**config.mk**
```make
export PLATFORM = sky130hd
export DESIGN_NAME = start_length_xor_frame_receiver
export DESIGN_NICKNAME = d
export VERILOG_FILES = /design/src/slxfr_pkg.sv /design/src/slxfr_fsm.sv /design/src/slxfr_outbuf.sv /design/src/start_length_xor_frame_receiver.sv
export SDC_FILE = /design/constraint.sdc
export NUM_CORES = 1
export LEC_CHECK = 0
export BUFFER_PORTS_ARGS = -buffer_cell sky130_fd_sc_hd__buf_2
export CAP_MARGIN = 0
export CORE_UTILIZATION = 45
export DETAILED_ROUTE_END_ITERATION = 8
export PLACE_DENSITY = 0.69
export SYNTH_ARGS = -nofsm -noshare
export SYNTH_HDL_FRONTEND = slang
export SYNTH_SLANG_ARGS = --single-unit
```
**constraint.sdc**
```tcl
create_clock -name clk -period 4.87 [get_ports clk]
set_input_delay 0.2435 -clock clk [delete_from_list [all_inputs] [get_ports clk]]
set_output_delay 0.2435 -clock clk [all_outputs]
set_load 0.01 [all_outputs]
```
**src/slxfr_pkg.sv**
```systemverilog
`timescale 1ns / 1ps
`default_nettype none
// ----------------------------------------------------------------------------
// slxfr_pkg: shared types and constants of the frame receiver
// Item layouts, status codes, register indexes and register reset values.
// ----------------------------------------------------------------------------
package slxfr_pkg;

    localparam int BYTE_W    = 8;
    localparam int CFG_IDX_W = 1;

    // Register indexes on the configuration port
    localparam logic [CFG_IDX_W-1:0] CFG_START_MARKER = 1'b0;
    localparam logic [CFG_IDX_W-1:0] CFG_MAX_PAYLOAD  = 1'b1;

    // Register reset values
    localparam logic [BYTE_W-1:0] START_MARKER_RST = 8'hAA;
    localparam logic [BYTE_W-1:0] MAX_PAYLOAD_RST  = 8'hFF;

    // Event codes of the input item
    localparam logic MODE_BYTE    = 1'b0;
    localparam logic MODE_TIMEOUT = 1'b1;

    typedef enum logic [2:0] {
        KIND_BYTE    = 3'd0,
        KIND_OK      = 3'd1,
        KIND_BADSUM  = 3'd2,
        KIND_TOOLONG = 3'd3,
        KIND_TIMEOUT = 3'd4
    } kind_t;

    typedef struct packed {
        logic              mode;
        logic [BYTE_W-1:0] rx_byte;
    } in_item_t;

    typedef struct packed {
        kind_t             kind;
        logic [BYTE_W-1:0] frame_type;
        logic [BYTE_W-1:0] frame_len;
        logic [BYTE_W-1:0] data;
        logic [BYTE_W-1:0] byte_index;
        logic              last;
    } res_item_t;

    // Result of one step, handed from the frame tracker to the output stage
    typedef struct packed {
        logic      valid;
        res_item_t item;
    } step_t;

endpackage
`default_nettype wire

```
**src/slxfr_fsm.sv**
```systemverilog
`timescale 1ns / 1ps
`default_nettype none
// ----------------------------------------------------------------------------
// slxfr_fsm: frame tracker
// Holds the frame state and the registers, decodes one item per cycle while accept is high.
// ----------------------------------------------------------------------------
module slxfr_fsm (
    input  wire logic                            clk,
    input  wire logic                            rst_n,
    input  wire logic                            accept,
    input  wire slxfr_pkg::in_item_t             item,
    input  wire logic                            cfg_we,
    input  wire logic [slxfr_pkg::CFG_IDX_W-1:0] cfg_index,
    input  wire logic [slxfr_pkg::BYTE_W-1:0]    cfg_data,
    output slxfr_pkg::step_t                     step
);

    typedef enum logic [2:0] {
        PH_HUNT    = 3'd0,
        PH_TYPE    = 3'd1,
        PH_LEN     = 3'd2,
        PH_PAYLOAD = 3'd3,
        PH_CHECK   = 3'd4
    } phase_t;

    phase_t                       phase_reg,        phase_next;
    logic [slxfr_pkg::BYTE_W-1:0] start_marker_reg;
    logic [slxfr_pkg::BYTE_W-1:0] max_payload_reg;
    logic [slxfr_pkg::BYTE_W-1:0] held_type_reg,    held_type_next;
    logic [slxfr_pkg::BYTE_W-1:0] held_length_reg,  held_length_next;
    logic [slxfr_pkg::BYTE_W-1:0] bytes_seen_reg,   bytes_seen_next;
    logic [slxfr_pkg::BYTE_W-1:0] running_xor_reg,  running_xor_next;
    logic [slxfr_pkg::BYTE_W-1:0] seen_inc;
    logic [slxfr_pkg::BYTE_W-1:0] b;

    assign b        = item.rx_byte;
    assign seen_inc = bytes_seen_reg + 8'd1;

    always_comb
    begin
        phase_next       = phase_reg;
        held_type_next   = held_type_reg;
        held_length_next = held_length_reg;
        bytes_seen_next  = bytes_seen_reg;
        running_xor_next = running_xor_reg;

        step.valid           = 1'b0;
        step.item.kind       = slxfr_pkg::KIND_BYTE;
        step.item.frame_type = held_type_reg;
        step.item.frame_len  = held_length_reg;
        step.item.data       = '0;
        step.item.byte_index = '0;
        step.item.last       = 1'b0;

        if (item.mode == slxfr_pkg::MODE_TIMEOUT)
        begin
            // abort a frame in progress; nothing to report while hunting
            if (phase_reg != PH_HUNT)
            begin
                step.valid     = 1'b1;
                step.item.kind = slxfr_pkg::KIND_TIMEOUT;
                step.item.last = 1'b1;
            end
            phase_next = PH_HUNT;
        end
        else
        begin
            case (phase_reg)
                PH_TYPE:
                begin
                    held_type_next   = b;
                    running_xor_next = b;
                    phase_next       = PH_LEN;
                end
                PH_LEN:
                begin
                    held_length_next    = b;
                    running_xor_next    = running_xor_reg ^ b;
                    bytes_seen_next     = '0;
                    step.item.frame_len = b;
                    if (b > max_payload_reg)
                    begin
                        step.valid     = 1'b1;
                        step.item.kind = slxfr_pkg::KIND_TOOLONG;
                        step.item.last = 1'b1;
                        phase_next     = PH_HUNT;
                    end
                    else if (b == '0)
                        phase_next = PH_CHECK;
                    else
                        phase_next = PH_PAYLOAD;
                end
                PH_PAYLOAD:
                begin
                    step.valid           = 1'b1;
                    step.item.data       = b;
                    step.item.byte_index = bytes_seen_reg;
                    running_xor_next     = running_xor_reg ^ b;
                    bytes_seen_next      = seen_inc;
                    if (seen_inc >= held_length_reg)
                        phase_next = PH_CHECK;
                end
                PH_CHECK:
                begin
                    step.valid     = 1'b1;
                    step.item.kind = (running_xor_reg == b) ? slxfr_pkg::KIND_OK
                                                            : slxfr_pkg::KIND_BADSUM;
                    step.item.data = b;
                    step.item.last = 1'b1;
                    phase_next     = PH_HUNT;
                end
                default:
                begin
                    // hunt: open a fresh frame on the start marker, drop anything else
                    if (b == start_marker_reg)
                    begin
                        held_type_next   = '0;
                        held_length_next = '0;
                        bytes_seen_next  = '0;
                        running_xor_next = '0;
                        phase_next       = PH_TYPE;
                    end
                    else
                        phase_next = PH_HUNT;
                end
            endcase
        end

        if (!accept)
            step.valid = 1'b0;
    end

    always_ff @(posedge clk or negedge rst_n)
    begin
        if (!rst_n)
        begin
            phase_reg        <= PH_HUNT;
            start_marker_reg <= slxfr_pkg::START_MARKER_RST;
            max_payload_reg  <= slxfr_pkg::MAX_PAYLOAD_RST;
            held_type_reg    <= '0;
            held_length_reg  <= '0;
            bytes_seen_reg   <= '0;
            running_xor_reg  <= '0;
        end
        else
        begin
            if (cfg_we)
            begin
                case (cfg_index)
                    slxfr_pkg::CFG_START_MARKER: start_marker_reg <= cfg_data;
                    slxfr_pkg::CFG_MAX_PAYLOAD:  max_payload_reg  <= cfg_data;
                    default: ;
                endcase
            end
            if (accept)
            begin
                phase_reg       <= phase_next;
                held_type_reg   <= held_type_next;
                held_length_reg <= held_length_next;
                bytes_seen_reg  <= bytes_seen_next;
                running_xor_reg <= running_xor_next;
            end
        end
    end

    // A timeout always drops the tracker back to hunting
    assert property (@(posedge clk) disable iff (!rst_n)
        (accept && item.mode == slxfr_pkg::MODE_TIMEOUT) |=> (phase_reg == PH_HUNT))
        else $error("timeout did not return to hunt");

    // The payload counter stays below the announced length
    assert property (@(posedge clk) disable iff (!rst_n)
        (phase_reg == PH_PAYLOAD) |-> (bytes_seen_reg < held_length_reg))
        else $error("payload counter ran past frame length");

    // Every frame end is followed by hunting
    assert property (@(posedge clk) disable iff (!rst_n)
        (step.valid && step.item.last) |=> (phase_reg == PH_HUNT))
        else $error("frame end without return to hunt");

endmodule
`default_nettype wire

```
**src/slxfr_outbuf.sv**
```systemverilog
`timescale 1ns / 1ps
`default_nettype none
// ----------------------------------------------------------------------------
// slxfr_outbuf: result register
// Holds one result item until the downstream side takes it.
// ----------------------------------------------------------------------------
module slxfr_outbuf (
    input  wire logic                 clk,
    input  wire logic                 rst_n,
    input  wire slxfr_pkg::step_t     step,
    output logic                      hold,
    output logic                      dst_valid,
    input  wire logic                 dst_stall,
    output slxfr_pkg::res_item_t      dst_item
);

    logic                 valid_reg, valid_next;
    slxfr_pkg::res_item_t item_reg;
    logic                 load;

    // register is free when empty or drained this cycle
    assign load       = !valid_reg || !dst_stall;
    assign hold       = !load;
    assign valid_next = load ? step.valid : valid_reg;

    always_ff @(posedge clk or negedge rst_n)
    begin
        if (!rst_n)
            valid_reg <= 1'b0;
        else
            valid_reg <= valid_next;
    end

    always_ff @(posedge clk)
    begin
        if (load && step.valid)
            item_reg <= step.item;
    end

    assign dst_valid = valid_reg;
    assign dst_item  = item_reg;

endmodule
`default_nettype wire

```
**src/start_length_xor_frame_receiver.sv**
```systemverilog
`timescale 1ns / 1ps
`default_nettype none
// A result item is registered: it appears on dst in the cycle after the item that causes it is taken.
// Takes one item per cycle while src_stall is low.
// src_stall rises only while a result waits in the output register and dst stalls.
// Reset (rst_n low, asynchronous): hunt for the start marker, clear frame state,
// start_marker back to 0xAA and max_payload back to 255, output register empty.
// ----------------------------------------------------------------------------
// start_length_xor_frame_receiver: start marker / length / XOR frame receiver
// Hunts for the start marker, reads type, length, payload and checksum, passes
// payload bytes on and ends each frame with a status item.
// ----------------------------------------------------------------------------
module start_length_xor_frame_receiver (
    input  wire logic                            clk,
    input  wire logic                            rst_n,
    // input items: received byte or receive timeout
    input  wire logic                            src_valid,
    output logic                                 src_stall,
    input  wire slxfr_pkg::in_item_t             src_item,
    // result items: payload bytes and frame status
    output logic                                 dst_valid,
    input  wire logic                            dst_stall,
    output slxfr_pkg::res_item_t                 dst_item,
    // configuration writes
    input  wire logic                            cfg_we,
    input  wire logic [slxfr_pkg::CFG_IDX_W-1:0] cfg_index,
    input  wire logic [slxfr_pkg::BYTE_W-1:0]    cfg_data
);

    slxfr_pkg::step_t step;
    logic             hold;
    logic             accept;

    // Take a new item whenever the result register can absorb its result
    assign src_stall = hold;
    assign accept    = src_valid && !hold;

    // Frame tracker: state, registers and per-item decode
    slxfr_fsm u_fsm (
        .clk       (clk),
        .rst_n     (rst_n),
        .accept    (accept),
        .item      (src_item),
        .cfg_we    (cfg_we),
        .cfg_index (cfg_index),
        .cfg_data  (cfg_data),
        .step      (step)
    );

    // Result register: hold a result until dst takes it
    slxfr_outbuf u_outbuf (
        .clk       (clk),
        .rst_n     (rst_n),
        .step      (step),
        .hold      (hold),
        .dst_valid (dst_valid),
        .dst_stall (dst_stall),
        .dst_item  (dst_item)
    );

endmodule
`default_nettype wire

```
# --- Word-level counts from Yosys, hierarchy flattened ---
# Index checks and enable logic that the tools add are counted.
totals:
  regBits: 88
  inputBits: 23
  out_inout_bits: 38
  wordCells: 85
op_classes:
  addsub: 1
  order_cmp: 2
  eq_ne: 7
  n_mux: 26
  bitwise: 9
  reduce_logical: 26
ops:
  columns: ["operator", "count"]
  rows:
  - ["8-bit case mux with 3 select lines", 2]
  - ["8-bit 2-to-1 mux", 4]
  - ["8-bit case mux with 2 select lines", 2]
  - ["24-bit 2-to-1 mux", 1]
  - ["8-bit == test", 2]
  - ["4-bit AND reduction", 4]
  - ["3-bit 2-to-1 mux", 4]
  - ["4-bit 2-to-1 mux", 3]
  - ["3-bit case mux with 4 select lines", 1]
  - ["2-bit OR reduction", 5]
  - ["3-bit nonzero test", 3]
  - ["8-bit by 1-bit adder with 8-bit output (second input constant)", 1]
  - ["8-bit greater-or-equal comparator", 1]
  - ["8-bit > comparator", 1]
  - ["8-bit logical NOT", 1]
  - ["1-bit inverter", 8]
  - ["8-bit XOR", 1]
  - ["3-bit by 2-bit == test with 1-bit output (second input constant)", 2]
  - ["3-bit case mux with 2 select lines", 1]
  - ["2-bit AND reduction", 3]
  - ["3-bit OR reduction", 2]
  - ["1-bit 2-to-1 mux", 5]
  - ["1-bit case mux with 2 select lines", 2]
  - ["2-bit nonzero test", 2]
  - ["other kinds (7)", 10]

# --- Depth between registers and ports, before layout ---
# Gate-level depths: netlist of run 1.
depth:
  ltp_word: 6
  depth_mapped: 9
  ltp_nobuf: 9

# --- Cells and area by module ---
# Synthesis of run 1 repeated with hierarchy kept, for this count alone.
hier_totals:
  cells_unflattened: 364
  hier_area_um2: 4463.0
by_module_without_submodules:
  columns: ["mod", "instances", "cells_per_inst", "area_each_um2", "seq_area_each_um2"]
  rows:
  - ["slxfr_fsm", 1, 323, 3318.2, 1291.2]
  - ["slxfr_outbuf", 1, 40, 1131.1, 1106.1]
  - ["start_length_xor_frame_receiver", 1, 1, 13.8, 0.0]

# --- Worst setup path after synthesis of run 1 ---
# OpenSTA, ideal clock, no wires.
synth_timing:
  path_type: "reg2reg"
  from: "register u_fsm.max_payload_reg[1] (netlist bit)"
  to: "register u_outbuf.item_reg (netlist bit u_outbuf.dst_item[0]) (enable)"
  setup_ns: 0.441
  arrival_time_ns: 3.335
  required_ns: 4.429
  setup_slack_ns: 1.094
  path_stages_with_launch: 8
  n_path_buf: 0
  synth_period_minus_slack_ns: 3.776
  cell_sequence: "dfstp_2 > inv_1 > ha_1 > nor2b_1 > o211ai_1 > a211oi_1 > o21ai_0 > a21oi_1"
synth_via:
  elab_chain_cells: 6
synth_rtl:
  columns: ["item", "line_no", "text"]
  rows:
  - ["from (decl)", "slxfr_fsm.sv:28", "logic [slxfr_pkg::BYTE_W-1:0] max_payload_reg;"]
  - ["from (signal assigned)", "slxfr_fsm.sv:139", "max_payload_reg <= slxfr_pkg::MAX_PAYLOAD_RST;"]
  - ["from (signal assigned)", "slxfr_fsm.sv:151", "slxfr_pkg::CFG_MAX_PAYLOAD: max_payload_reg <= cfg_data;"]
  - ["8-bit > comparator", "slxfr_fsm.sv:81", "if (b > max_payload_reg)"]
  - ["4-bit 2-to-1 mux", "slxfr_fsm.sv:81", null]
  - ["1-bit case mux with 2 select lines", "slxfr_fsm.sv:68", "case (phase_reg)"]
  - ["4-bit 2-to-1 mux", "slxfr_fsm.sv:55", "if (item.mode == slxfr_pkg::MODE_TIMEOUT)"]
  - ["1-bit 2-to-1 mux", "slxfr_fsm.sv:129", "if (!accept)"]
  - ["1-bit logical AND", "slxfr_outbuf.sv:36", "if (load && step.valid)"]
  - ["to (signal assigned)", "slxfr_outbuf.sv:37", "item_reg <= step.item;"]
  - ["to (decl)", "slxfr_outbuf.sv:18", "slxfr_pkg::res_item_t item_reg;"]
# Every way passes these cells.
# A chain may end at the register's enable or synchronous reset.

# --- Worst setup path in the final report of run 1 ---
layout_timing:
  from: "register u_fsm.max_payload_reg[1] (netlist bit)"
  to: "register u_outbuf.item_reg (netlist bit u_outbuf.dst_item[17]) (enable)"
# Same word-level chain as after synthesis.

==> results of run 1 <==
-- power groups by stage --
| stage | registers, mW | clock network (mW) | logic [mW] |
|---|---|---|---|
| finish | 1.20 | 0.519 | 0.756 |
| CTS | 1.20 | 0.531 | 0.759 |
| floorplan | 1.20 | 0 | 0.542 |
| global placement | 1.21 | 0 | 0.729 |
| global route | 1.22 | 0.562 | 0.845 |
| detailed placement | 1.21 | 0 | 0.758 |
-- worst paths after layout --
path	end	from	slack (ns)	cells past startpoint
max	u_outbuf.dst_item[17]	u_fsm.max_payload_reg[1]	1.53	7
min in group clk	u_fsm.max_payload_reg[2]	cfg_data[2]	0.12	2
min reg2reg	u_outbuf.dst_item[28]	u_fsm.held_type_reg[3]	0.48	0
max in group asynchronous	u_fsm.held_length_reg[3]	rst_n	4.43	2
max reg2reg	u_outbuf.dst_item[17]	u_fsm.max_payload_reg[1]	1.53	7
min	u_fsm.bytes_seen_reg[1]	rst_n	-0.004	2
-- critical path, stage by stage, from the launching register on --
cell,delay [ns]
dfstp_2,0.53
inv_1,0.04
ha_1,0.27
nor2b_1,0.14
o211ai_1,0.11
a211oi_1,0.55
o21ai_0,0.33
a21oi_4,0.99
-- metal layers --
| metal | up-vias | global-route usage | routed length [um] |
|---|---|---|---|
| met2 | 115 | 0.310 | 4370 |
| met3 | 21 | 0.0333 | 479 |
| li1 | 1494 | - | - |
| met5 | - | 0 | 0 |
| met4 | 0 | 0.0881 | 238 |
| met1 | 1509 | 0.269 | 4330 |
-- Yosys cell counts, drive strengths merged (6+ instances only) --
cell type / n
xnor2: 18
nand3: 8
dfrtp: 40
mux2: 17
nor2: 10
buf: 14
o21ai: 24
nand4: 7
a21o: 6
dfstp: 12
a21oi: 16
nand2: 34
edfxtp: 36
and2: 17
inv: 19
and3: 6
a22o: 19
a32o: 7
ha: 17
a31oi: 8
a21boi: 8
-- per-stage QoR --
step / std cells / power, mW
2_1_floorplan: 379 / 1.75
3_3_place_gp: 552 / 1.93
3_5_place_dp: 552 / 1.97
4_1_cts: 568 / 2.49
5_1_grt: 568 / 2.63
6_report: 568 / 2.48
-- cells by family (layout without fill, tap and decap cells) --
family | count (synthesis) | count (layout) | share of synthesized area
and+or+nand+nor | 101 | 101 | 0.126
AOI/OAI and AO/OA | 98 | 98 | 0.157
DFF | 88 | 88 | 0.544
buffers and inverters | 36 | 96 | 0.0380
xor gates and xnor gates | 22 | 22 | 0.0437
adders and majority gates | 17 | 17 | 0.0483
muxes | 17 | 17 | 0.0434
-- cell type report --
type | count | share of cell area
clock inverter | 7 | 0.0158
tap | 129 | 0.0323
multi-input combinational | 255 | 0.371
clock buffer | 9 | 0.0248
sequential | 88 | 0.480
inverter | 19 | 0.0143
timing repair buffer | 61 | 0.0616
-- cells in the final DEF, fill, tap and decap left out, types with 4 or more instances in the layout --
master     n
ha_1      17
buf_2     60
a21o_1     6
edfxtp_1  36
xor2_1     4
dfstp_2   12
nand3_1    8
nand4_1    7
a22o_1    19
o21ai_0   23
clkbuf_8   9
nor2_1     8
a21oi_1   14
mux2_2    17
and3_1     6
a32o_1     7
inv_1     19
a31oi_1    8
nand2_1   33
a21boi_0   7
dfrtp_1   40
and2_1    16
xnor2_1   18
==> out/metrics.yaml, run 1 <==
outcome: "finished, violations left"
violations: "hold timing"
switchingPower_mw: 0.840
required_ns: 4.86
synth-edff-count: 36
tightest_slew_ns: 1.15
cts.sinks: 88
rsz0062_at_grt: "no"
die_x_um: 101
peakVddDrop_v: 0.000160
sequentialPowerShare: 0.485
worstSetupPathType: "reg -> reg"
portBuffers: 60
routed_wirelength_mm: 9.42
fmax_ghz: 0.300
ys_async_sr_fraction: 0.591
comb_power_share: 0.305
leakagePower_nw: 2.13
io_pins: 61
p_clk_frac: 0.210
worstSetupEndpointType: "register"
grt_antenna_before_repair: 0
syn-num-nets: 419
wl_per_cell_um: 16.6
power_density_nw_per_um2: 496
synth_top_area_share: 0.245
max_cap_viol_count: 0
dp_hpwl_mm: 6.59
hold_slack_ns: -0.00439
post_cts_buffers: 0
antenna_cells: 0
first_global_vias: 3044
cts.hold.buffers_added: 0
first_pass_iters: 5
yosysTopAreaCell: "edfxtp_1"
p_int_mw: 1.64
final_util: 0.533
ff_latch_area_sq_um: 2400
ys_seq_area_frac: 0.544
start_util: 0.470
ant_nets: 0
clk_latency_ns: 0.36
synth_cell_types: 49
fill_cells: 849
ys_seq_elements: 88
core_sq_um: 9370
cts.htree.levels: 3
area_delta_synth_final_pct: 13.3
netlist_area_sq_um: 4410
vias_per_cell: 5.53
track_usage: 0.197
hp-class: "in -> async"
drc: 0
sw_frac_of_total: 0.339
yosys_warnings: 0
syn_inst: 379
fin_worst_skew_ns: 0.00791
gp_congestion: 0.813
hold_violations: 6
multiInputGateArea_sq_um: 1850
tns_ns: 0
final_area_sq_um: 4990
grt_max_degree: 53
cts_resized: 0
setup_viol: 0
yosys-top-cells-area: "edfxtp_1, dfrtp_1, dfstp_2"
first_iter_violations: 231
drive_above_1_share: 0.267
cts.clk_slew.worst_paths_ns: 0.09
clk_path_buf_depth: 2
place_area_sq_um: 4790
grt_pass1_wl_mm: 15.2
die-area_sq_um: 10200
cp_data_arrival_time_ns: 3.32
numCtsBuffers: 9
nets: 474
cts_tree: "built"
largest_reg_flops: 36
slew_headroom: 0.232
syn_avg_cell_area_sq_um: 11.6
fp.dieH_um: 101
vias: 3139
slew_viol_final: 0
root_buffer: "clkbuf_8"
fin_crit_sh: 0.685
period_needed_ns: 3.34
setup_slack_ns: 1.53
worstSetupStartpointType: "register"
rows: 35
grt-ovfl-total: 0
synthFlopType: "dfrtp_1"
pre_cts_ws_ns: 1.53
worstPathMaxFanout: 36
No activity file was read; power rests on OpenSTA's default activity.
==> inputs of run 2 (changes only) <==
--- a/config.mk
+++ b/config.mk
@@ -5,6 +5,7 @@
 export SDC_FILE = /design/constraint.sdc
 export NUM_CORES = 1
 export LEC_CHECK = 0
+export ABC_AREA = 1
 export BUFFER_PORTS_ARGS = -buffer_cell sky130_fd_sc_hd__buf_2
 export CAP_MARGIN = 0
 export CORE_UTILIZATION = 45
==> constraint.sdc (replaced) <==
create_clock -name clk -period 3.3 [get_ports clk]
set_input_delay 0.165 -clock clk [delete_from_list [all_inputs] [get_ports clk]]
set_output_delay 0.165 -clock clk [all_outputs]
set_load 0.01 [all_outputs]
==> out/metrics.yaml, run 2 <==
clk_latency_ns: 0.36
clk_path_buf_depth: 2
r2r_slack_ns: 0.87
yosys_warnings: 0
synth_top_area_share: 0.244
wl_per_cell_um: 13.7
fmax_ghz: 0.412
cts_tree: "built"
worst-path-buf-inv: 3
grtUsageMet2: 0.331
setup_viol: 0
sw_frac_of_total: 0.313
comb_power_share: 0.225
worstSetupEndpointType: "register"
routed_wirelength_mm: 9.35
syn-num-nets: 528
first_pass_iters: 5
nets: 589
grt_use_met3: 0.0352
syn_inst: 488
yosys.cell_count.top_type: "nand2_1"
leakagePower_nw: 2.47
layout_commonest_cell: "nand2_1"
vias: 3391
synth-edff-count: 36
core_sq_um: 9370
cts_resized: 0
synthTopCellsByCount: "nand2_1, inv_1, dfrtp_1, edfxtp_1, nor2_1"
grt_max_degree: 38
crit_path_top_delay_cell: "dfstp_2"
worstPathMaxFanout: 30
syn_avg_cell_area_sq_um: 9.07
outcome: "completed"
peakVddDrop_v: 0.000294
fp.dieH_um: 101
grt_pass1_wl_mm: 15.4
period_needed_ns: 2.43
fin_cells: 683
p_int_mw: 2.05
track_usage: 0.199
portBuffers: 60
drive_above_1_share: 0.218
slew_viol_final: 0
gr-usage-met1: 0.264
top_usage_layer: "met2"
power_density_nw_per_um2: 586
grt-ovfl-total: 0
netlist_area_sq_um: 4430
required_ns: 3.36
layout_common_cells: "nand2_1, buf_2, inv_1"
cp_common_cell: "nand2_1"
die-area_sq_um: 10200
cts.sinks: 88
largest_reg_flops: 36
ys_async_sr_fraction: 0.591
max_cap_viol_count: 0
sequentialPowerShare: 0.493
root_buffer: "clkbuf_8"
rows: 35
area_delta_synth_final_pct: 14.8
numCtsBuffers: 9
start_util: 0.472
dp_hpwl_mm: 6.73
slew_headroom: 0.403
rsz0062_at_grt: "no"
cp_data_arrival_time_ns: 2.49
switchingPower_mw: 0.932
p_clk_frac: 0.282
ys_seq_elements: 88
cts.clk_slew.worst_paths_ns: 0.09
synthFlopType: "dfrtp_1"
first_global_vias: 3235
ys_seq_area_frac: 0.542
cts.hold.buffers_added: 1
max_stage_delay_ns: 0.54
drc: 0
tns_ns: 0
dp_cells: 666
final_util: 0.542
tightest_slew_ns: 0.896
grt_antenna_before_repair: 0
path_delay_family: "simple AND/OR/NAND/NOR gates"
yosysTopAreaCell: "edfxtp_1"
die_x_um: 101
fin_crit_sh: 0.736
worstSetupPathType: "reg -> reg"
fin_worst_skew_ns: 0.0117
vias_per_cell: 4.96
worstPathCellList: "inv_1 -> ha_1 -> nand2_1 -> nor2_1 -> nand2_1 -> nand2_1 -> nand3b_1 -> nand3_1 -> nand2_1 -> inv_1 -> buf_12"
ant_nets: 0
worstSetupStartpointType: "register"
first_iter_violations: 197
hp-class: "in -> reg"
yosys-top-cells-area: "edfxtp_1, dfrtp_1, nand2_1"
io_pins: 61
gp_congestion: 0.902
synth_cell_types: 33
cts.htree.levels: 3
hold_violations: 0
post_cts_buffers: 0
antenna_cells: 0
run 2: cell count changes in the layout (fill, tap and decap cells not counted), moves of 8 or more:
cell     change
nand4_1      +8
xnor2_1      -8
a31oi_1      -8
mux2_2      -17
and2_1      -16
o22ai_1      +8
nand2_1    +115
nor2_1      +28
nand3_1      +9
a22o_1      -19
inv_1       +38
run 2: logic make-up (layout without fill, tap and decap cells):
family / Yosys count / after routing / share of synthesized area
DFF: 88 / 88 / 0.542
and+or+nand+nor: 237 / 237 / 0.238
buffers and inverters: 77 / 143 / 0.0701
adders and majority gates: 17 / 17 / 0.0480
xor gates and xnor gates: 19 / 19 / 0.0376
AOI/OAI and AO/OA: 50 / 50 / 0.0647
run 2: through the flow:
stage	hold slack (ns)	area (sq um)	setup WS (ns)	power (mW)
3_5_place_dp	0.338	4850	0.911	2.16
6_report	0.0313	5080	0.872	2.98
3_3_place_gp	0.329	4850	1.01	2.13
2_1_floorplan	-0.131	4430	0.819	1.96
4_1_cts	0.0285	5080	0.878	3.00
5_1_grt	0.0448	5080	0.625	3.17
run 2: tightest hold or removal path: stages:
cell     delay [ns]
buf_2          0.09
inv_1          0.05
o21ai_0        0.08
run 2: final timing paths:
path                                          start                   endpoint  cells past startpoint
max                        u_fsm.max_payload_reg[7]      u_outbuf.dst_item[16]                     11
min                                     cfg_data[5]  u_fsm.start_marker_reg[5]                      3
max reg2reg                u_fsm.max_payload_reg[7]      u_outbuf.dst_item[16]                     11
min reg2reg                  u_fsm.held_type_reg[0]      u_outbuf.dst_item[25]                      0
max in group asynchronous                     rst_n   u_fsm.max_payload_reg[5]                      3
min in group asynchronous                     rst_n     u_fsm.held_type_reg[3]                      2
run 2: per-layer routing:
layer  part of all wire  wire length (um)
met5                  0                 0
met4              0.016               154
met3              0.046               433
met2               0.48              4460
met1               0.46              4300
run 2: power groups by stage:
stage | Clock (mW) | Sequential, mW | Combinational, mW
2_1_floorplan | 0 | 1.49 | 0.474
3_3_place_gp | 0 | 1.48 | 0.644
3_5_place_dp | 0 | 1.49 | 0.669
4_1_cts | 0.854 | 1.47 | 0.675
5_1_grt | 0.903 | 1.49 | 0.770
6_report | 0.839 | 1.47 | 0.669
run 2: area by class of cell:
cell class                 instances  area, sq um
clock buffer                       9          124
clock inverter                     7          101
fill                             878         4290
inverter                          64          240
multi-input combinational        323         1720
sequential                        88         2400
tap                              129          161
timing repair buffer              63          338
==> inputs of run 3 (changes only) <==
==> constraint.sdc (replaced) <==
create_clock -name clk -period 2.26 [get_ports clk]
set_input_delay 0.113 -clock clk [delete_from_list [all_inputs] [get_ports clk]]
set_output_delay 0.113 -clock clk [all_outputs]
set_load 0.01 [all_outputs]
==> out/metrics.yaml, run 3 (synthesized netlist as in run 2, its figures left out) <==
first_global_vias: 3240
leakagePower_nw: 2.55
setup_viol: 0
place_area_sq_um: 4940
dp_cells: 669
nets: 609
period_needed_ns: 2.25
fin_crit_sh: 0.996
die_x_um: 101
worstSetupStartpointType: "register"
wl_per_cell_um: 14.4
power_density_nw_per_um2: 800
rsz0062_at_grt: "yes"
reg2reg_from: "u_fsm.max_payload_reg[5]"
routed_wirelength_mm: 10.1
final_util: 0.572
slew_viol_final: 0
fin_cells: 703
clk_latency_ns: 0.35
gp_congestion: 0.875
max_cap_viol_count: 0
start_util: 0.472
path_delay_family: "simple AND/OR/NAND/NOR gates"
drc: 0
worst-path-buf-inv: 3
required_ns: 2.38
r2r_end: "u_outbuf.dst_item[25]"
pre_cts_ws_ns: 0.00804
outcome: "completed"
layout_common_cells: "nand2_1, buf_2, inv_1"
numCtsBuffers: 9
grt_max_degree: 33
layout_commonest_cell: "nand2_1"
grt_antenna_before_repair: 0
min_to: "u_fsm.max_payload_reg[4]"
reg2reg_depth: 10
min-delay-start: "cfg_data[4]"
dp_hpwl_mm: 7.00
final_area_sq_um: 5360
cts.clk_slew.worst_paths_ns: 0.08
drive_above_1_share: 0.270
tns_ns: 0
largest_reg_flops: 36
cts_tree: "built"
antenna_cells: 0
hp-class: "in -> reg"
worstSetupEndpointType: "register"
first_iter_violations: 277
worstSetupPathType: "reg -> reg"
slew_headroom: 0.564
max_stage_delay_ns: 0.55
cp.depth: 10
worstPathCellList: "inv_2 -> ha_4 -> nand2_1 -> nor2_1 -> nand4_1 -> nand3b_1 -> nand3_2 -> nand2_2 -> clkinvlp_4 -> clkbuf_16"
crit_path_top_delay_cell: "dfstp_2"
setup_slack_ns: 0.00956
ant_nets: 0
hold_violations: 0
fill_cells: 826
core_sq_um: 9370
r2r_slack_ns: 0.01
io_pins: 61
root_buffer: "clkbuf_8"
vias: 3476
hold_slack_ns: 0.00277
worstPathMaxFanout: 8
tightest_slew_ns: 0.655
grt_pass1_wl_mm: 15.7
fmax_ghz: 0.444
min_path_cells: 3
fp.dieH_um: 101
rows: 35
total_power_mw: 4.29
cp_data_arrival_time_ns: 2.37
first_pass_iters: 5
cts.htree.levels: 3
track_usage: 0.203
fin_worst_skew_ns: 0.00929
clk_path_buf_depth: 2
portBuffers: 60
peakVddDrop_v: 0.000401
area_delta_synth_final_pct: 21.2
grt-ovfl-total: 0
vias_per_cell: 4.94
die-area_sq_um: 10200
cts.sinks: 88
==> run 3: changes by cell type in the layout (fill, tap and decap cells not counted), moves of 5 or more <==
| cell | delta |
|---|---|
| buf_4 | +10 |
| dlygate4sd3_1 | +7 |
| ha_1 | -7 |
| ha_4 | +6 |
| inv_1 | -6 |
| inv_2 | +5 |
==> run 3: worst max path at each step <==
stage | from | end | slack [ns]
global placement | u_fsm.max_payload_reg[5] | u_outbuf.dst_item[10] | 0.09
finish | u_fsm.max_payload_reg[5] | u_outbuf.dst_item[25] | 0.01
global route | u_fsm.bytes_seen_reg[1] | u_fsm.phase_reg[1] | -0.14
detailed placement | u_fsm.bytes_seen_reg[0] | u_fsm.phase_reg[0] | 0.008
floorplan | u_fsm.max_payload_reg[5] | u_outbuf.dst_item[0] | -0.04
CTS | u_fsm.bytes_seen_reg[4] | u_fsm.phase_reg[0] | 0.0003
==> run 3: final cells by class <==
type	count	area, sq um	area share
inverters	64	244	0.0455
clock inverters	2	13.8	0.00257
well taps	129	161	0.0301
clock buffers	14	163	0.0303
flip-flops and latches	88	2400	0.447
repair buffers	83	539	0.101
multi-input cells	323	1840	0.344
==> run 3: layer usage <==
| metal | vias to the layer above | wire length [um] | track usage |
|---|---|---|---|
| met5 | - | 0 | 0 |
| met4 | 0 | 131 | 0.0736 |
| met3 | 11 | 504 | 0.0297 |
| met2 | 95 | 4970 | 0.345 |
| met1 | 1639 | 4530 | 0.266 |
| li1 | 1731 | - | - |
==> run 3: worst register-to-register path, cell delays in order (launching register included) <==
cell and delay [ns]:
dfstp_2 0.55, inv_2 0.04, ha_4 0.26, nand2_1 0.05
nor2_1 0.14, nand4_1 0.13, nand3b_1 0.20, nand3_2 0.10
nand2_2 0.11, clkinvlp_4 0.20, clkbuf_16 0.22
==> run 3: timing repair <==
| item | CTS | global route |
|---|---|---|
| gates cloned | 0 | 2 |
| setup endpoints to repair | 3 | 39 |
| hold buffers | 8 | 0 |
| endpoints found under the hold margin | 22 | 0 |
| resized for setup | 0 | 15 |
| buffers inserted | 1 | 7 |
| pin swaps | 0 | 12 |
==> run 3: power breakdown <==
group	switching (mW)	total (mW)	internal, mW
Combinational	0.685	1.14	0.456
Clock	0.535	0.997	0.462
Sequential	0.164	2.15	1.99
Total	1.38	4.29	2.90
